File: src/ippc_pkg.sv
package ippc_pkg;

    // Region size; the byte offset wraps to zero at this length.
    localparam int REGION_BYTES = 131072;
    localparam int OFS_W        = $clog2(REGION_BYTES);

    // Fixed field widths
    localparam int PREFIX_W   = 40;
    localparam int BYTE_W     = 8;
    localparam int CFG_OFS_W  = 17;
    localparam int CNT_W      = 17;
    localparam int TOTAL_W    = 18;
    localparam int CRC_W      = 32;
    localparam int CFG_DATA_W = 40;
    localparam int CFG_IDX_W  = 3;
    localparam int WIN_BYTES  = 5;
    localparam int FILL_W     = 3;

    // Offset compare width: both operands fit with a spare sign bit.
    localparam int CMP_W = ((OFS_W > CFG_OFS_W) ? OFS_W : CFG_OFS_W) + 1;

    localparam logic [CNT_W-1:0]  COUNT_MAX = {CNT_W{1'b1}};
    localparam logic [CRC_W-1:0]  CRC_POLY  = 32'hEDB8_8320;
    localparam logic [CRC_W-1:0]  CRC_ONES  = 32'hFFFF_FFFF;
    localparam logic [OFS_W-1:0]  OFS_LAST  = OFS_W'(REGION_BYTES - 1);
    localparam logic [FILL_W-1:0] FILL_FULL = FILL_W'(WIN_BYTES);

    // Register reset values
    localparam logic [PREFIX_W-1:0]  RST_PREFIX  = 40'h00_40AD_1000;
    localparam logic [BYTE_W-1:0]    RST_REPLACE = 8'h10;
    localparam logic [CFG_OFS_W-1:0] RST_END     = 17'd114731;
    localparam logic [CFG_OFS_W-1:0] RST_STORE   = 17'd114732;
    localparam logic                 RST_LITTLE  = 1'b1;

    typedef enum logic [CFG_IDX_W-1:0] {
        CFG_PREFIX  = 3'd0,
        CFG_REPLACE = 3'd1,
        CFG_END     = 3'd2,
        CFG_STORE   = 3'd3,
        CFG_LITTLE  = 3'd4
    } t_cfg_idx;

    // Register set as seen by the datapath
    typedef struct packed {
        logic [PREFIX_W-1:0]  prefix;
        logic [BYTE_W-1:0]    replace;
        logic [CFG_OFS_W-1:0] end_ofs;
        logic [CFG_OFS_W-1:0] store_ofs;
        logic                 little;
    } t_cfg;

    // One classified byte handed from the front to the back
    typedef struct packed {
        logic [BYTE_W-1:0] patched;
        logic              changed;
        logic [CNT_W-1:0]  count;
        logic [OFS_W-1:0]  offset;
        logic              last;
    } t_work;

    localparam int QUEUE_DEPTH = 2;
    localparam int QPTR_W      = $clog2(QUEUE_DEPTH);
    localparam int QCNT_W      = $clog2(QUEUE_DEPTH + 1);

    // Reflected CRC-32, one byte
    function automatic logic [CRC_W-1:0] crc_byte(input logic [CRC_W-1:0] crc,
                                                  input logic [BYTE_W-1:0] b);
        logic [CRC_W-1:0] c;
        c = crc ^ {{(CRC_W-BYTE_W){1'b0}}, b};
        for (int k = 0; k < BYTE_W; k++) begin
            c = c[0] ? ((c >> 1) ^ CRC_POLY) : (c >> 1);
        end
        return c;
    endfunction

endpackage

File: src/ippc_if.sv
interface ippc_in_if;
    logic                           valid;
    logic                           ready;
    logic [ippc_pkg::BYTE_W-1:0]    data_byte;
    logic                           last_byte;

    modport source (output valid, output data_byte, output last_byte, input ready);
    modport sink   (input valid, input data_byte, input last_byte, output ready);
endinterface

interface ippc_out_if;
    logic                           valid;
    logic                           ready;
    logic [ippc_pkg::BYTE_W-1:0]    out_byte;
    logic                           was_replaced;
    logic [ippc_pkg::TOTAL_W-1:0]   replaced_total;
    logic [ippc_pkg::CRC_W-1:0]     crc_result;
    logic                           crc_ready;
    logic                           last_out;

    modport source (output valid, output out_byte, output was_replaced,
                    output replaced_total, output crc_result, output crc_ready,
                    output last_out, input ready);
    modport sink   (input valid, input out_byte, input was_replaced,
                    input replaced_total, input crc_result, input crc_ready,
                    input last_out, output ready);
endinterface

File: src/ippc_front.sv
module ippc_front (
    input  logic                           i_clk,
    input  logic                           i_rst_n,
    input  ippc_pkg::t_cfg                 i_cfg,
    input  logic                           i_take,
    input  logic [ippc_pkg::BYTE_W-1:0]    i_data_byte,
    input  logic                           i_last_byte,
    output ippc_pkg::t_work                o_work
);

    logic [ippc_pkg::OFS_W-1:0]    r_offset, n_offset;
    logic [ippc_pkg::PREFIX_W-1:0] r_window, n_window;
    logic [ippc_pkg::FILL_W-1:0]   r_fill, n_fill;
    logic [ippc_pkg::CNT_W-1:0]    r_count, n_count;

    logic                          match;
    logic                          changed;
    logic [ippc_pkg::BYTE_W-1:0]   patched;
    logic [ippc_pkg::CNT_W-1:0]    count_upd;

    always_comb begin
        match     = (r_fill == ippc_pkg::FILL_FULL) && (r_window == i_cfg.prefix);
        patched   = match ? i_cfg.replace : i_data_byte;
        changed   = match && (i_data_byte != i_cfg.replace);
        count_upd = (changed && (r_count != ippc_pkg::COUNT_MAX)) ?
                    r_count + 1'b1 : r_count;

        o_work.patched = patched;
        o_work.changed = changed;
        o_work.count   = count_upd;
        o_work.offset  = r_offset;
        o_work.last    = i_last_byte;
    end

    always_comb begin
        n_offset = r_offset;
        n_window = r_window;
        n_fill   = r_fill;
        n_count  = r_count;
        if (i_take) begin
            if (i_last_byte) begin
                n_offset = '0;
                n_window = '0;
                n_fill   = '0;
                n_count  = '0;
            end else begin
                n_offset = (r_offset == ippc_pkg::OFS_LAST) ? '0 : r_offset + 1'b1;
                n_window = {r_window[ippc_pkg::PREFIX_W-ippc_pkg::BYTE_W-1:0], patched};
                n_fill   = (r_fill == ippc_pkg::FILL_FULL) ? r_fill : r_fill + 1'b1;
                n_count  = count_upd;
            end
        end
    end

    always_ff @(posedge i_clk) begin
        if (!i_rst_n) begin
            r_offset <= '0;
            r_window <= '0;
            r_fill   <= '0;
            r_count  <= '0;
        end else begin
            r_offset <= n_offset;
            r_window <= n_window;
            r_fill   <= n_fill;
            r_count  <= n_count;
        end
    end

    a_fill_range: assert property (@(posedge i_clk) disable iff (!i_rst_n)
        r_fill <= ippc_pkg::FILL_FULL)
        else $error("window fill out of range");

    a_last_clears: assert property (@(posedge i_clk) disable iff (!i_rst_n)
        (i_take && i_last_byte) |=> (r_offset == '0 && r_fill == '0 && r_count == '0))
        else $error("front state not cleared after last byte");

endmodule

File: src/ippc_fifo.sv
module ippc_fifo (
    input  logic            i_clk,
    input  logic            i_rst_n,
    input  logic            i_push,
    input  ippc_pkg::t_work i_push_data,
    output logic            o_full,
    output logic            o_valid,
    output ippc_pkg::t_work o_data,
    input  logic            i_pop
);

    ippc_pkg::t_work                r_mem [ippc_pkg::QUEUE_DEPTH];
    logic [ippc_pkg::QPTR_W-1:0]    r_wr_ptr, n_wr_ptr;
    logic [ippc_pkg::QPTR_W-1:0]    r_rd_ptr, n_rd_ptr;
    logic [ippc_pkg::QCNT_W-1:0]    r_cnt, n_cnt;

    assign o_full  = (r_cnt == ippc_pkg::QCNT_W'(ippc_pkg::QUEUE_DEPTH));
    assign o_valid = (r_cnt != '0);
    assign o_data  = r_mem[r_rd_ptr];

    always_comb begin
        n_wr_ptr = r_wr_ptr;
        n_rd_ptr = r_rd_ptr;
        n_cnt    = r_cnt;
        if (i_push) begin
            n_wr_ptr = (r_wr_ptr == ippc_pkg::QPTR_W'(ippc_pkg::QUEUE_DEPTH - 1)) ?
                       '0 : r_wr_ptr + 1'b1;
        end
        if (i_pop) begin
            n_rd_ptr = (r_rd_ptr == ippc_pkg::QPTR_W'(ippc_pkg::QUEUE_DEPTH - 1)) ?
                       '0 : r_rd_ptr + 1'b1;
        end
        case ({i_push, i_pop})
            2'b10:   n_cnt = r_cnt + 1'b1;
            2'b01:   n_cnt = r_cnt - 1'b1;
            default: n_cnt = r_cnt;
        endcase
    end

    always_ff @(posedge i_clk) begin
        if (i_push) begin
            r_mem[r_wr_ptr] <= i_push_data;
        end
    end

    always_ff @(posedge i_clk) begin
        if (!i_rst_n) begin
            r_wr_ptr <= '0;
            r_rd_ptr <= '0;
            r_cnt    <= '0;
        end else begin
            r_wr_ptr <= n_wr_ptr;
            r_rd_ptr <= n_rd_ptr;
            r_cnt    <= n_cnt;
        end
    end

    a_no_overflow: assert property (@(posedge i_clk) disable iff (!i_rst_n)
        i_push |-> (!o_full || i_pop))
        else $error("push into full queue");

    a_no_underflow: assert property (@(posedge i_clk) disable iff (!i_rst_n)
        i_pop |-> o_valid)
        else $error("pop from empty queue");

endmodule

File: src/ippc_back.sv
module ippc_back (
    input  logic            i_clk,
    input  logic            i_rst_n,
    input  ippc_pkg::t_cfg  i_cfg,
    input  logic            i_work_valid,
    input  ippc_pkg::t_work i_work,
    output logic            o_pop,
    ippc_out_if.source      o_rsp
);

    logic [ippc_pkg::CRC_W-1:0]   r_crc_run, n_crc_run;
    logic [ippc_pkg::CRC_W-1:0]   r_crc_fin, n_crc_fin;
    logic                         r_crc_done, n_crc_done;

    logic                         r_out_valid;
    logic [ippc_pkg::BYTE_W-1:0]  r_out_byte;
    logic                         r_out_repl;
    logic [ippc_pkg::TOTAL_W-1:0] r_out_total;
    logic [ippc_pkg::CRC_W-1:0]   r_out_crc;
    logic                         r_out_crc_rdy;
    logic                         r_out_last;

    logic [ippc_pkg::CMP_W-1:0]   ofs_ext;
    logic [ippc_pkg::CMP_W-1:0]   store_diff;
    logic                         stamp;
    logic [1:0]                   byte_sel;
    logic [ippc_pkg::BYTE_W-1:0]  emit;
    logic                         in_range;
    logic [ippc_pkg::CRC_W-1:0]   crc_next;

    assign o_pop = i_work_valid && (!r_out_valid || o_rsp.ready);

    // Stamping and CRC step for the item at the head of the queue
    always_comb begin
        ofs_ext    = ippc_pkg::CMP_W'(i_work.offset);
        store_diff = ofs_ext - ippc_pkg::CMP_W'(i_cfg.store_ofs);
        stamp      = r_crc_done && !store_diff[ippc_pkg::CMP_W-1] &&
                     (store_diff[ippc_pkg::CMP_W-2:2] == '0);
        byte_sel   = i_cfg.little ? store_diff[1:0] : ~store_diff[1:0];
        emit       = stamp ? r_crc_fin[byte_sel*ippc_pkg::BYTE_W +: ippc_pkg::BYTE_W]
                           : i_work.patched;
        in_range   = ofs_ext <= ippc_pkg::CMP_W'(i_cfg.end_ofs);
        crc_next   = ippc_pkg::crc_byte(r_crc_run, i_work.patched);

        n_crc_run  = r_crc_run;
        n_crc_fin  = r_crc_fin;
        n_crc_done = r_crc_done;
        if (!r_crc_done && in_range) begin
            n_crc_run = crc_next;
            if (ofs_ext == ippc_pkg::CMP_W'(i_cfg.end_ofs)) begin
                n_crc_fin  = crc_next ^ ippc_pkg::CRC_ONES;
                n_crc_done = 1'b1;
            end
        end
    end

    always_ff @(posedge i_clk) begin
        if (!i_rst_n) begin
            r_crc_run   <= ippc_pkg::CRC_ONES;
            r_crc_fin   <= '0;
            r_crc_done  <= 1'b0;
            r_out_valid <= 1'b0;
        end else begin
            if (o_pop) begin
                if (i_work.last) begin
                    r_crc_run  <= ippc_pkg::CRC_ONES;
                    r_crc_fin  <= '0;
                    r_crc_done <= 1'b0;
                end else begin
                    r_crc_run  <= n_crc_run;
                    r_crc_fin  <= n_crc_fin;
                    r_crc_done <= n_crc_done;
                end
                r_out_valid <= 1'b1;
            end else if (o_rsp.ready) begin
                r_out_valid <= 1'b0;
            end
        end
    end

    always_ff @(posedge i_clk) begin
        if (o_pop) begin
            r_out_byte    <= emit;
            r_out_repl    <= i_work.changed;
            r_out_total   <= ippc_pkg::TOTAL_W'(i_work.count);
            r_out_crc     <= n_crc_done ? n_crc_fin : '0;
            r_out_crc_rdy <= n_crc_done;
            r_out_last    <= i_work.last;
        end
    end

    assign o_rsp.valid          = r_out_valid;
    assign o_rsp.out_byte       = r_out_byte;
    assign o_rsp.was_replaced   = r_out_repl;
    assign o_rsp.replaced_total = r_out_total;
    assign o_rsp.crc_result     = r_out_crc;
    assign o_rsp.crc_ready      = r_out_crc_rdy;
    assign o_rsp.last_out       = r_out_last;

    a_crc_zero_until_ready: assert property (@(posedge i_clk) disable iff (!i_rst_n)
        (r_out_valid && !r_out_crc_rdy) |-> (r_out_crc == '0))
        else $error("CRC result shown before it is ready");

    a_crc_cleared_after_last: assert property (@(posedge i_clk) disable iff (!i_rst_n)
        (o_pop && i_work.last) |=> (!r_crc_done && r_crc_run == ippc_pkg::CRC_ONES))
        else $error("CRC state not cleared after last byte");

endmodule

File: src/image_pattern_patch_crc32.sv
// Streaming firmware patcher: takes one region byte per request in address
// order and returns one result per byte. Once the five previous patched bytes
// (before stamping) equal the configured prefix, the current byte is replaced
// and, if it actually changed, counted (saturating). Patched bytes up to the
// CRC end offset feed a reflected CRC-32 (poly EDB88320, preset and final XOR
// all ones); the four bytes at the store offset are then replaced by that CRC
// in the selected byte order. A request with last_byte set ends the region and
// returns all running state to its reset value. Throughput is one byte per
// clock unless the receiver stalls: the front stage classifies a byte in the
// cycle it is accepted, a two-entry queue holds it, and the back stage
// applies stamping and the CRC step and loads the output register.
// Configuration registers are to be written by the user with the block idle;
// the block does not enforce this. Writes take effect on the next request.
module image_pattern_patch_crc32 (
    input  logic                              i_clk,
    input  logic                              i_rst_n,
    input  logic                              i_cfg_we,
    input  logic [ippc_pkg::CFG_IDX_W-1:0]    i_cfg_idx,
    input  logic [ippc_pkg::CFG_DATA_W-1:0]   i_cfg_data,
    ippc_in_if.sink                           i_req,
    ippc_out_if.source                        o_rsp
);

    ippc_pkg::t_cfg  r_cfg;
    ippc_pkg::t_work front_work;
    ippc_pkg::t_work queue_work;
    logic            take;
    logic            queue_full;
    logic            queue_valid;
    logic            queue_pop;

    // Configuration registers; unknown indexes are dropped.
    always_ff @(posedge i_clk) begin
        if (!i_rst_n) begin
            r_cfg.prefix    <= ippc_pkg::RST_PREFIX;
            r_cfg.replace   <= ippc_pkg::RST_REPLACE;
            r_cfg.end_ofs   <= ippc_pkg::RST_END;
            r_cfg.store_ofs <= ippc_pkg::RST_STORE;
            r_cfg.little    <= ippc_pkg::RST_LITTLE;
        end else if (i_cfg_we) begin
            case (i_cfg_idx)
                ippc_pkg::CFG_PREFIX:  r_cfg.prefix    <= i_cfg_data;
                ippc_pkg::CFG_REPLACE: r_cfg.replace   <= i_cfg_data[ippc_pkg::BYTE_W-1:0];
                ippc_pkg::CFG_END:     r_cfg.end_ofs   <= i_cfg_data[ippc_pkg::CFG_OFS_W-1:0];
                ippc_pkg::CFG_STORE:   r_cfg.store_ofs <= i_cfg_data[ippc_pkg::CFG_OFS_W-1:0];
                ippc_pkg::CFG_LITTLE:  r_cfg.little    <= i_cfg_data[0];
                default: ;
            endcase
        end
    end

    // Accept whenever the queue has room; the back drains it independently.
    assign i_req.ready = !queue_full;
    assign take        = i_req.valid && !queue_full;

    ippc_front u_front (
        .i_clk       (i_clk),
        .i_rst_n     (i_rst_n),
        .i_cfg       (r_cfg),
        .i_take      (take),
        .i_data_byte (i_req.data_byte),
        .i_last_byte (i_req.last_byte),
        .o_work      (front_work)
    );

    ippc_fifo u_fifo (
        .i_clk       (i_clk),
        .i_rst_n     (i_rst_n),
        .i_push      (take),
        .i_push_data (front_work),
        .o_full      (queue_full),
        .o_valid     (queue_valid),
        .o_data      (queue_work),
        .i_pop       (queue_pop)
    );

    ippc_back u_back (
        .i_clk        (i_clk),
        .i_rst_n      (i_rst_n),
        .i_cfg        (r_cfg),
        .i_work_valid (queue_valid),
        .i_work       (queue_work),
        .o_pop        (queue_pop),
        .o_rsp        (o_rsp)
    );

endmodule

File: src/flat_wrapper.sv
// flat-port wrapper written by rule: the top's interface ports become plain ports
module image_pattern_patch_crc32_flat 
  (i_clk, i_rst_n, i_cfg_we, i_cfg_idx, i_cfg_data, i_req_valid, i_req_data_byte, i_req_last_byte, i_req_ready, o_rsp_valid, o_rsp_out_byte, o_rsp_was_replaced, o_rsp_replaced_total, o_rsp_crc_result, o_rsp_crc_ready, o_rsp_last_out, o_rsp_ready);
  ippc_in_if i_req_i ();
  ippc_out_if o_rsp_i ();
  input  logic i_clk;
  input  logic i_rst_n;
  input  logic i_cfg_we;
  input  logic [ippc_pkg::CFG_IDX_W-1:0] i_cfg_idx;
  input  logic [ippc_pkg::CFG_DATA_W-1:0] i_cfg_data;
  input wire logic [$bits(i_req_i.valid)-1:0] i_req_valid;
  input wire logic [$bits(i_req_i.data_byte)-1:0] i_req_data_byte;
  input wire logic [$bits(i_req_i.last_byte)-1:0] i_req_last_byte;
  output wire logic [$bits(i_req_i.ready)-1:0] i_req_ready;
  output wire logic [$bits(o_rsp_i.valid)-1:0] o_rsp_valid;
  output wire logic [$bits(o_rsp_i.out_byte)-1:0] o_rsp_out_byte;
  output wire logic [$bits(o_rsp_i.was_replaced)-1:0] o_rsp_was_replaced;
  output wire logic [$bits(o_rsp_i.replaced_total)-1:0] o_rsp_replaced_total;
  output wire logic [$bits(o_rsp_i.crc_result)-1:0] o_rsp_crc_result;
  output wire logic [$bits(o_rsp_i.crc_ready)-1:0] o_rsp_crc_ready;
  output wire logic [$bits(o_rsp_i.last_out)-1:0] o_rsp_last_out;
  input wire logic [$bits(o_rsp_i.ready)-1:0] o_rsp_ready;
  assign i_req_i.valid = i_req_valid;
  assign i_req_i.data_byte = i_req_data_byte;
  assign i_req_i.last_byte = i_req_last_byte;
  assign i_req_ready = i_req_i.ready;
  assign o_rsp_valid = o_rsp_i.valid;
  assign o_rsp_out_byte = o_rsp_i.out_byte;
  assign o_rsp_was_replaced = o_rsp_i.was_replaced;
  assign o_rsp_replaced_total = o_rsp_i.replaced_total;
  assign o_rsp_crc_result = o_rsp_i.crc_result;
  assign o_rsp_crc_ready = o_rsp_i.crc_ready;
  assign o_rsp_last_out = o_rsp_i.last_out;
  assign o_rsp_i.ready = o_rsp_ready;
  image_pattern_patch_crc32 u_core (.i_clk(i_clk), .i_rst_n(i_rst_n), .i_cfg_we(i_cfg_we), .i_cfg_idx(i_cfg_idx), .i_cfg_data(i_cfg_data), .i_req(i_req_i), .o_rsp(o_rsp_i));
endmodule
File: config.mk
export PLATFORM = sky130hd
export DESIGN_NAME = image_pattern_patch_crc32_flat
export DESIGN_NICKNAME = d
export VERILOG_FILES = /design/src/ippc_pkg.sv /design/src/ippc_if.sv /design/src/ippc_front.sv /design/src/ippc_fifo.sv /design/src/ippc_back.sv /design/src/image_pattern_patch_crc32.sv /design/src/flat_wrapper.sv
export SDC_FILE = /design/constraint.sdc
export NUM_CORES = 1
export LEC_CHECK = 0
export ABC_AREA = 1
export BUFFER_PORTS_ARGS = -buffer_cell sky130_fd_sc_hd__buf_2
export CORE_MARGIN = 1.5
export CORE_UTILIZATION = 55
export CTS_CLUSTER_DIAMETER = 200
export CTS_CLUSTER_SIZE = 16
export DETAILED_ROUTE_END_ITERATION = 12
export PLACE_DENSITY = 0.82
export SYNTH_ARGS = -nofsm -noshare
export SYNTH_HDL_FRONTEND = slang
export SYNTH_SLANG_ARGS = --single-unit
File: constraint.sdc
create_clock -name i_clk -period 4 [get_ports i_clk]
set_input_delay 0.6 -clock i_clk [delete_from_list [all_inputs] [get_ports i_clk]]
set_output_delay 0.6 -clock i_clk [all_outputs]
set_load 0.05 [all_outputs]
## Word level (Yosys, flattened, before mapping)

Memories as Yosys holds them, arrays and structs flattened. A register that Yosys moved wholly into a read port is not among the register bits.
Cells that the tools add are included.

- Bitwise operators: 11
- Reduce and logical (&&, ||, !) cells: 26
- Multiplexer cells: 35
- $lt $le $gt $ge: 1
- Shifts and indexed selects: 1
- Equal/unequal tests: 14
- $add $sub $neg: 8

Operators by type and width:

| cell | count |
|---|---|
| $mux W32 | 13 |
| $not A13 Y14 | 8 |
| $mux W17 | 4 |
| $eq A40 B40 Y1 | 1 |
| $mux W40 | 1 |
| $add A17 B1 Y17 const B | 2 |
| $not A32 Y32 | 1 |
| $shiftx A32 B6 Y8 | 1 |
| $xor A32 B8 Y32 | 1 |
| $sub A17 B17 Y18 | 1 |
| $eq A17 B17 Y1 | 1 |
| $eq A17 B17 Y1 const B | 1 |
| $le A17 B17 Y1 | 1 |
| $ne A17 B17 Y1 const B | 1 |
| $mux W8 | 2 |
| $logic_not A15 Y1 | 1 |
| $reduce_and A2 Y1 | 7 |
| $mux W1 | 11 |
| $logic_and A1 B1 Y1 | 8 |
| $ne A8 B8 Y1 | 1 |
| $reduce_bool A2 Y1 | 4 |
| $eq A3 B2 Y1 const B | 2 |
| $eq A3 B3 Y1 const B | 2 |
| $mux W3 | 2 |
| 14 further kinds | 19 |

- Output and inout bits: 63
- RAM bits: 88
- Flip-flop bits (word level): 290
- Memories kept: 1
- Word-level logic and storage cells: 119
- Bits of input ports: 57

Memories:

| memory | words | bits a word | rd ports | clocked after memory_dff | write ports | line | source |
|---|---|---|---|---|---|---|---|
| u_core.u_fifo.r_mem | 2 | 44 | 1 | 1 | 1 | ippc_fifo.sv:12 | `ippc_pkg::t_work r_mem [ippc_pkg::QUEUE_DEPTH];` |

## Logic depth before layout (Yosys ltp)

- Depth in word-level cells: 21
- Mapped depth: 21
- Mapped depth without buffers: 19

## Cells and area by module

Synthesis repeated with hierarchy kept, for this count alone.

- Cell total of the unflattened synthesis: 2563
- Area total of the unflattened synthesis: 20030.5 um^2

Modules (own cells, without submodules):

| module | cells each | times used | seq. area each (um^2) | area each (um^2) |
|---|---|---|---|---|
| ippc_back | 1110 | 1 | 3123.0 | 8100.3 |
| ippc_front | 801 | 1 | 1541.5 | 4977.3 |
| ippc_fifo | 172 | 1 | 2742.6 | 3606.0 |
| image_pattern_patch_crc32 | 480 | 1 | 1661.6 | 3347.0 |

## Worst setup path after synthesis

OpenSTA, ideal clock, no wires.

- Kind: input -> register
- Start point: input o_rsp_ready
- End point: register u_core.u_fifo.r_cnt[1] (netlist name)
- Data arrival time: 3861 ps
- Buffers on the path: 2
- Data required time: 3878 ps
- Setup slack: 17 ps
- Stages: 9
- Library setup time: 122 ps
- Path through: nor2_1 a21oi_1 clkbuf_1 clkbuf_1 ha_1 a21oi_1 o21ai_0 o21ai_0 a21oi_1

- Cells in the longest elaborated chain, start to end: 4
- Elaborated cells on any way between the ends: 6
- Classes of those cells: eq/ne (2); mux (1); reduce/logical (3)

Ends and longest elaborated chain:

| element | line | source |
|---|---|---|
| from (decl) | flat_wrapper.sv:22 | `input wire logic [$bits(o_rsp_i.ready)-1:0] o_rsp_ready;` |
| $logic_or A1 B1 Y1 * | ippc_back.sv:31 | `assign o_pop = i_work_valid && (!r_out_valid \|\| o_rsp.ready);` |
| $logic_and A1 B1 Y1 * | ippc_back.sv:31 |  |
| named net u_core.queue_pop | image_pattern_patch_crc32.sv:30 | `logic queue_pop;` |
| $eq A2 B1 Y1 / $eq A2 B2 Y1 (equally long branches) | ippc_fifo.sv:33 | `case ({i_push, i_pop})` |
| $pmux W2 S2 / $reduce_bool A2 Y1 (equally long branches) | n/a |  |
| to (signal assigned) | ippc_fifo.sv:54 | `r_cnt <= n_cnt;` |
| to (decl) | ippc_fifo.sv:15 | `logic [ippc_pkg::QCNT_W-1:0] r_cnt, n_cnt;` |

The timed path passes the listed nets; every way through them passes the cells marked *.
A chain may end at the register's enable or synchronous reset.

==> reports/metrics.yaml <==
gp_congestion: 0.974
seq_area_frac_synth_pct: 47.8
multi_input_area_um2: 8830
netlist_area_um2: 19000
htreeDepth: 1
ys_top_cells_by_count: "nand2_1 (672), dfxtp_1 (231), nor2_1 (203)"
synthArstFlopShare_pct: 0
hold_viol_final: 0
r2r_end: "u_core.u_back.r_crc_fin[31]"
pin_count: 120
setup_viol: 0
fp.dieH_um: 189
cts_sinks: 379
worst_slew_pin_slew_ns: 1.14
fin_crit_sh_pct: 83.9
grt_pass1_vias: 15825
grt_setup_unrepaired: "false"
dp_hpwl_um: 38800
gr-total-overflow: 0
yosys.cell_count.top_type: "nand2_1"
yosysTopAreaCell: "dfxtp_1"
yosys_warnings: 0
ys_ff_latch: 379
synth.avg_cell_area_um2: 7.88
final_antenna_net_count: 0
hold_depth: 3
yosys.cell_types.count: 56
area_growth_pct: 9.24
syn_nets: 2508
port_buffers: 118
worstSkewPairLatency_ns: 0.59
critPathMaxFanout: 62
path_clk_slew_ns: 0.08
cts-resized-gates: 0
drive_gt1_share_pct: 10.9
drv_slew: 0
cts_hold_buf: 0
synth_area_leaders: "dfxtp_1 (24%), edfxtp_1 (23%), nand2_1 (13%)"
fin_cells: 2951
avgRoutedWirePerCell_um: 18.2
ff2ff_setup_slack_ns: 0.64
cp.arrival_ns: 3.87
powerDensity_nw_per_um2: 742
placed_cells: 2904
min_period_ns: 3.36
antenna_found_initial: 0
start_util_pct: 56.2
rr_worst_depth: 13
setup_tns_ns: 0
dieArea_um2: 35600
maxSlewHeadroom_pct: 24.2
critPathRequiredTime_ns: 4.51
clock_skew_ns: 0.0186
grt_first_pass_wirelength_um: 84800
outcome: "finished, final reports clean"
final_area_um2: 20700
worst_setup_path_end_kind: "flip-flop"
max_cap_viol_count: 0
p_leak_uw: 0.00863
synth_top_area_share_pct: 24.4
routed_via_density: 5.72
routed_wl_um: 53600
start_kind: "flip-flop"
root_buffer: "clkbuf_16"
synth_edf_count: 148
core_area_um2: 33800
cts_buffers: 27
final_nets: 2585
grt_usage_pct: 29.9
drc: 0
firstDrtPassIters: 7
die_w_um: 189
netlist_instances: 2408
crit_type: "flip-flop to flip-flop"
grt_max_degree: 69
fillCellCount: 2921
antenna_cells: 0
hold_end: "u_core.r_cfg[62]"
ir_drop_mv: 0.498
cts_tree: "done"
whs_ns: 0.217
min-delay-start: "i_cfg_data[19]"
clk_path_buf_depth: 3
clock.fmax_mhz: 298
hold_path.class: "primary input to flip-flop"
row_count: 67
regArea_um2: 9070
cts_setup_buffers: 0
synth_flop_cell: "dfxtp_1"
place_area_um2: 20000
drtIter0Drc: 1613
vias: 16879
[critical path, cell delays in order (launching register included)]
cell and delay (ns):
dfxtp_2 0.39, inv_8 0.12, or2_2 0.29, o21ai_0 0.15
inv_1 0.13, ha_1 0.32, nand2_1 0.07, nor4_1 0.27
nand3_1 0.30, clkinv_1 0.11, buf_4 0.48, o21ai_0 0.20
or2_2 0.30, a21oi_1 0.12
[through the flow]
step | total power [uW] | utilization [%] | worst slack [ns]
4_1_cts | 15300 | 61.4 | 0.654
5_1_grt | 16200 | 61.4 | 0.312
2_1_floorplan | 10600 | - | 0.0171
3_5_place_dp | 12700 | 59.1 | 0.682
6_report | 15400 | 61.4 | 0.643
3_3_place_gp | 12600 | 59.1 | 0.813
[routing by layer]
metal	part of all wire (%)	wire, um	track usage, %
met1	41	21900	39.2
met5	0	0	0
met2	47	25200	49.2
met3	7.0	3780	3.71
met4	5.2	2790	14.3
[placed cells by master, fill, tap and decap left out, types with 3 or more instances in the layout]
cell type,instances
o32ai_1,5
and2_1,17
inv_1,174
clkinv_1,5
or2_2,42
xnor2_1,28
o21ai_0,118
nor2_1,199
or2_1,17
buf_4,29
clkbuf_16,27
nand2_4,7
xor2_1,62
a211oi_1,3
nor2_4,6
nand3_2,3
ha_1,42
nor3_1,25
clkbuf_1,18
a21oi_1,174
a31oi_1,3
edfxtp_1,148
nand4_1,54
nand3_1,190
nand2_2,21
o211ai_1,17
nor2_2,5
o21ai_1,6
nand2_1,671
nor4_1,6
dfxtp_1,230
buf_2,117
nand3b_1,5
[cells by family after synthesis]
logic type	Yosys count	share of synthesized area, %
simple gates	1275	29.5
flops	379	47.8
compound gates	335	9.35
buf+inv	281	5.92
xor+xnor	93	4.47
fa+ha+maj	43	2.87
other cells	1	0.0198
mux	1	0.0527
[registers in the layout, summed over array words and instances, names as in the netlist, 2 cells and up, named ones only]
| name | count |
|---|---|
| u_core.u_back.o_rsp.crc_result | 32 |
| u_core.u_back.r_crc_run | 32 |
| u_core.u_front.r_offset | 17 |
| u_core.u_fifo.r_cnt | 2 |
| u_core.u_back.o_rsp.replaced_total | 17 |
| u_core.u_back.r_crc_fin | 32 |
| u_core.u_front.r_window | 40 |
| u_core.u_back.o_rsp.out_byte | 8 |
| u_core.r_cfg | 83 |
| u_core.u_front.r_fill | 3 |
| u_core.u_fifo.r_mem | 88 |
| u_core.u_front.r_count | 17 |
[final cells by class]
| cell class | instances | share of cell area (%) |
|---|---|---|
| Tap cell | 448 | 2.70 |
| Timing Repair Buffer | 146 | 3.87 |
| Clock inverter | 2 | 0.127 |
| Sequential cell | 379 | 43.7 |
| Multi-Input combinational cell | 1748 | 42.6 |
| Clock buffer | 45 | 3.58 |
| Inverter | 183 | 3.37 |
[power breakdown]
part / internal [uW] / leakage [uW] / switching (uW) / total, uW
registers: 4750 / 0.00331 / 306 / 5050
clock network: 1270 / 0.000368 / 1350 / 2620
logic: 2090 / 0.00495 / 5630 / 7720
[worst max path at each step]
stage / from / endpoint / slack [ns] / depth (start not counted)
2_1_floorplan: o_rsp_ready / u_core.u_fifo.r_cnt[1] / 0.02 / 9
6_report: flip-flop / u_core.u_back.r_crc_fin[31] / 0.64 / 13
3_3_place_gp: flip-flop / u_core.u_back.o_rsp.out_byte[5] / 0.81 / 16
4_1_cts: flip-flop / u_core.u_back.r_crc_fin[31] / 0.65 / 13
3_5_place_dp: flip-flop / u_core.u_back.r_crc_fin[31] / 0.68 / 13
5_1_grt: flip-flop / u_core.u_back.o_rsp.out_byte[2] / 0.31 / 16
Note: power is estimated with default switching activity, not from simulation.
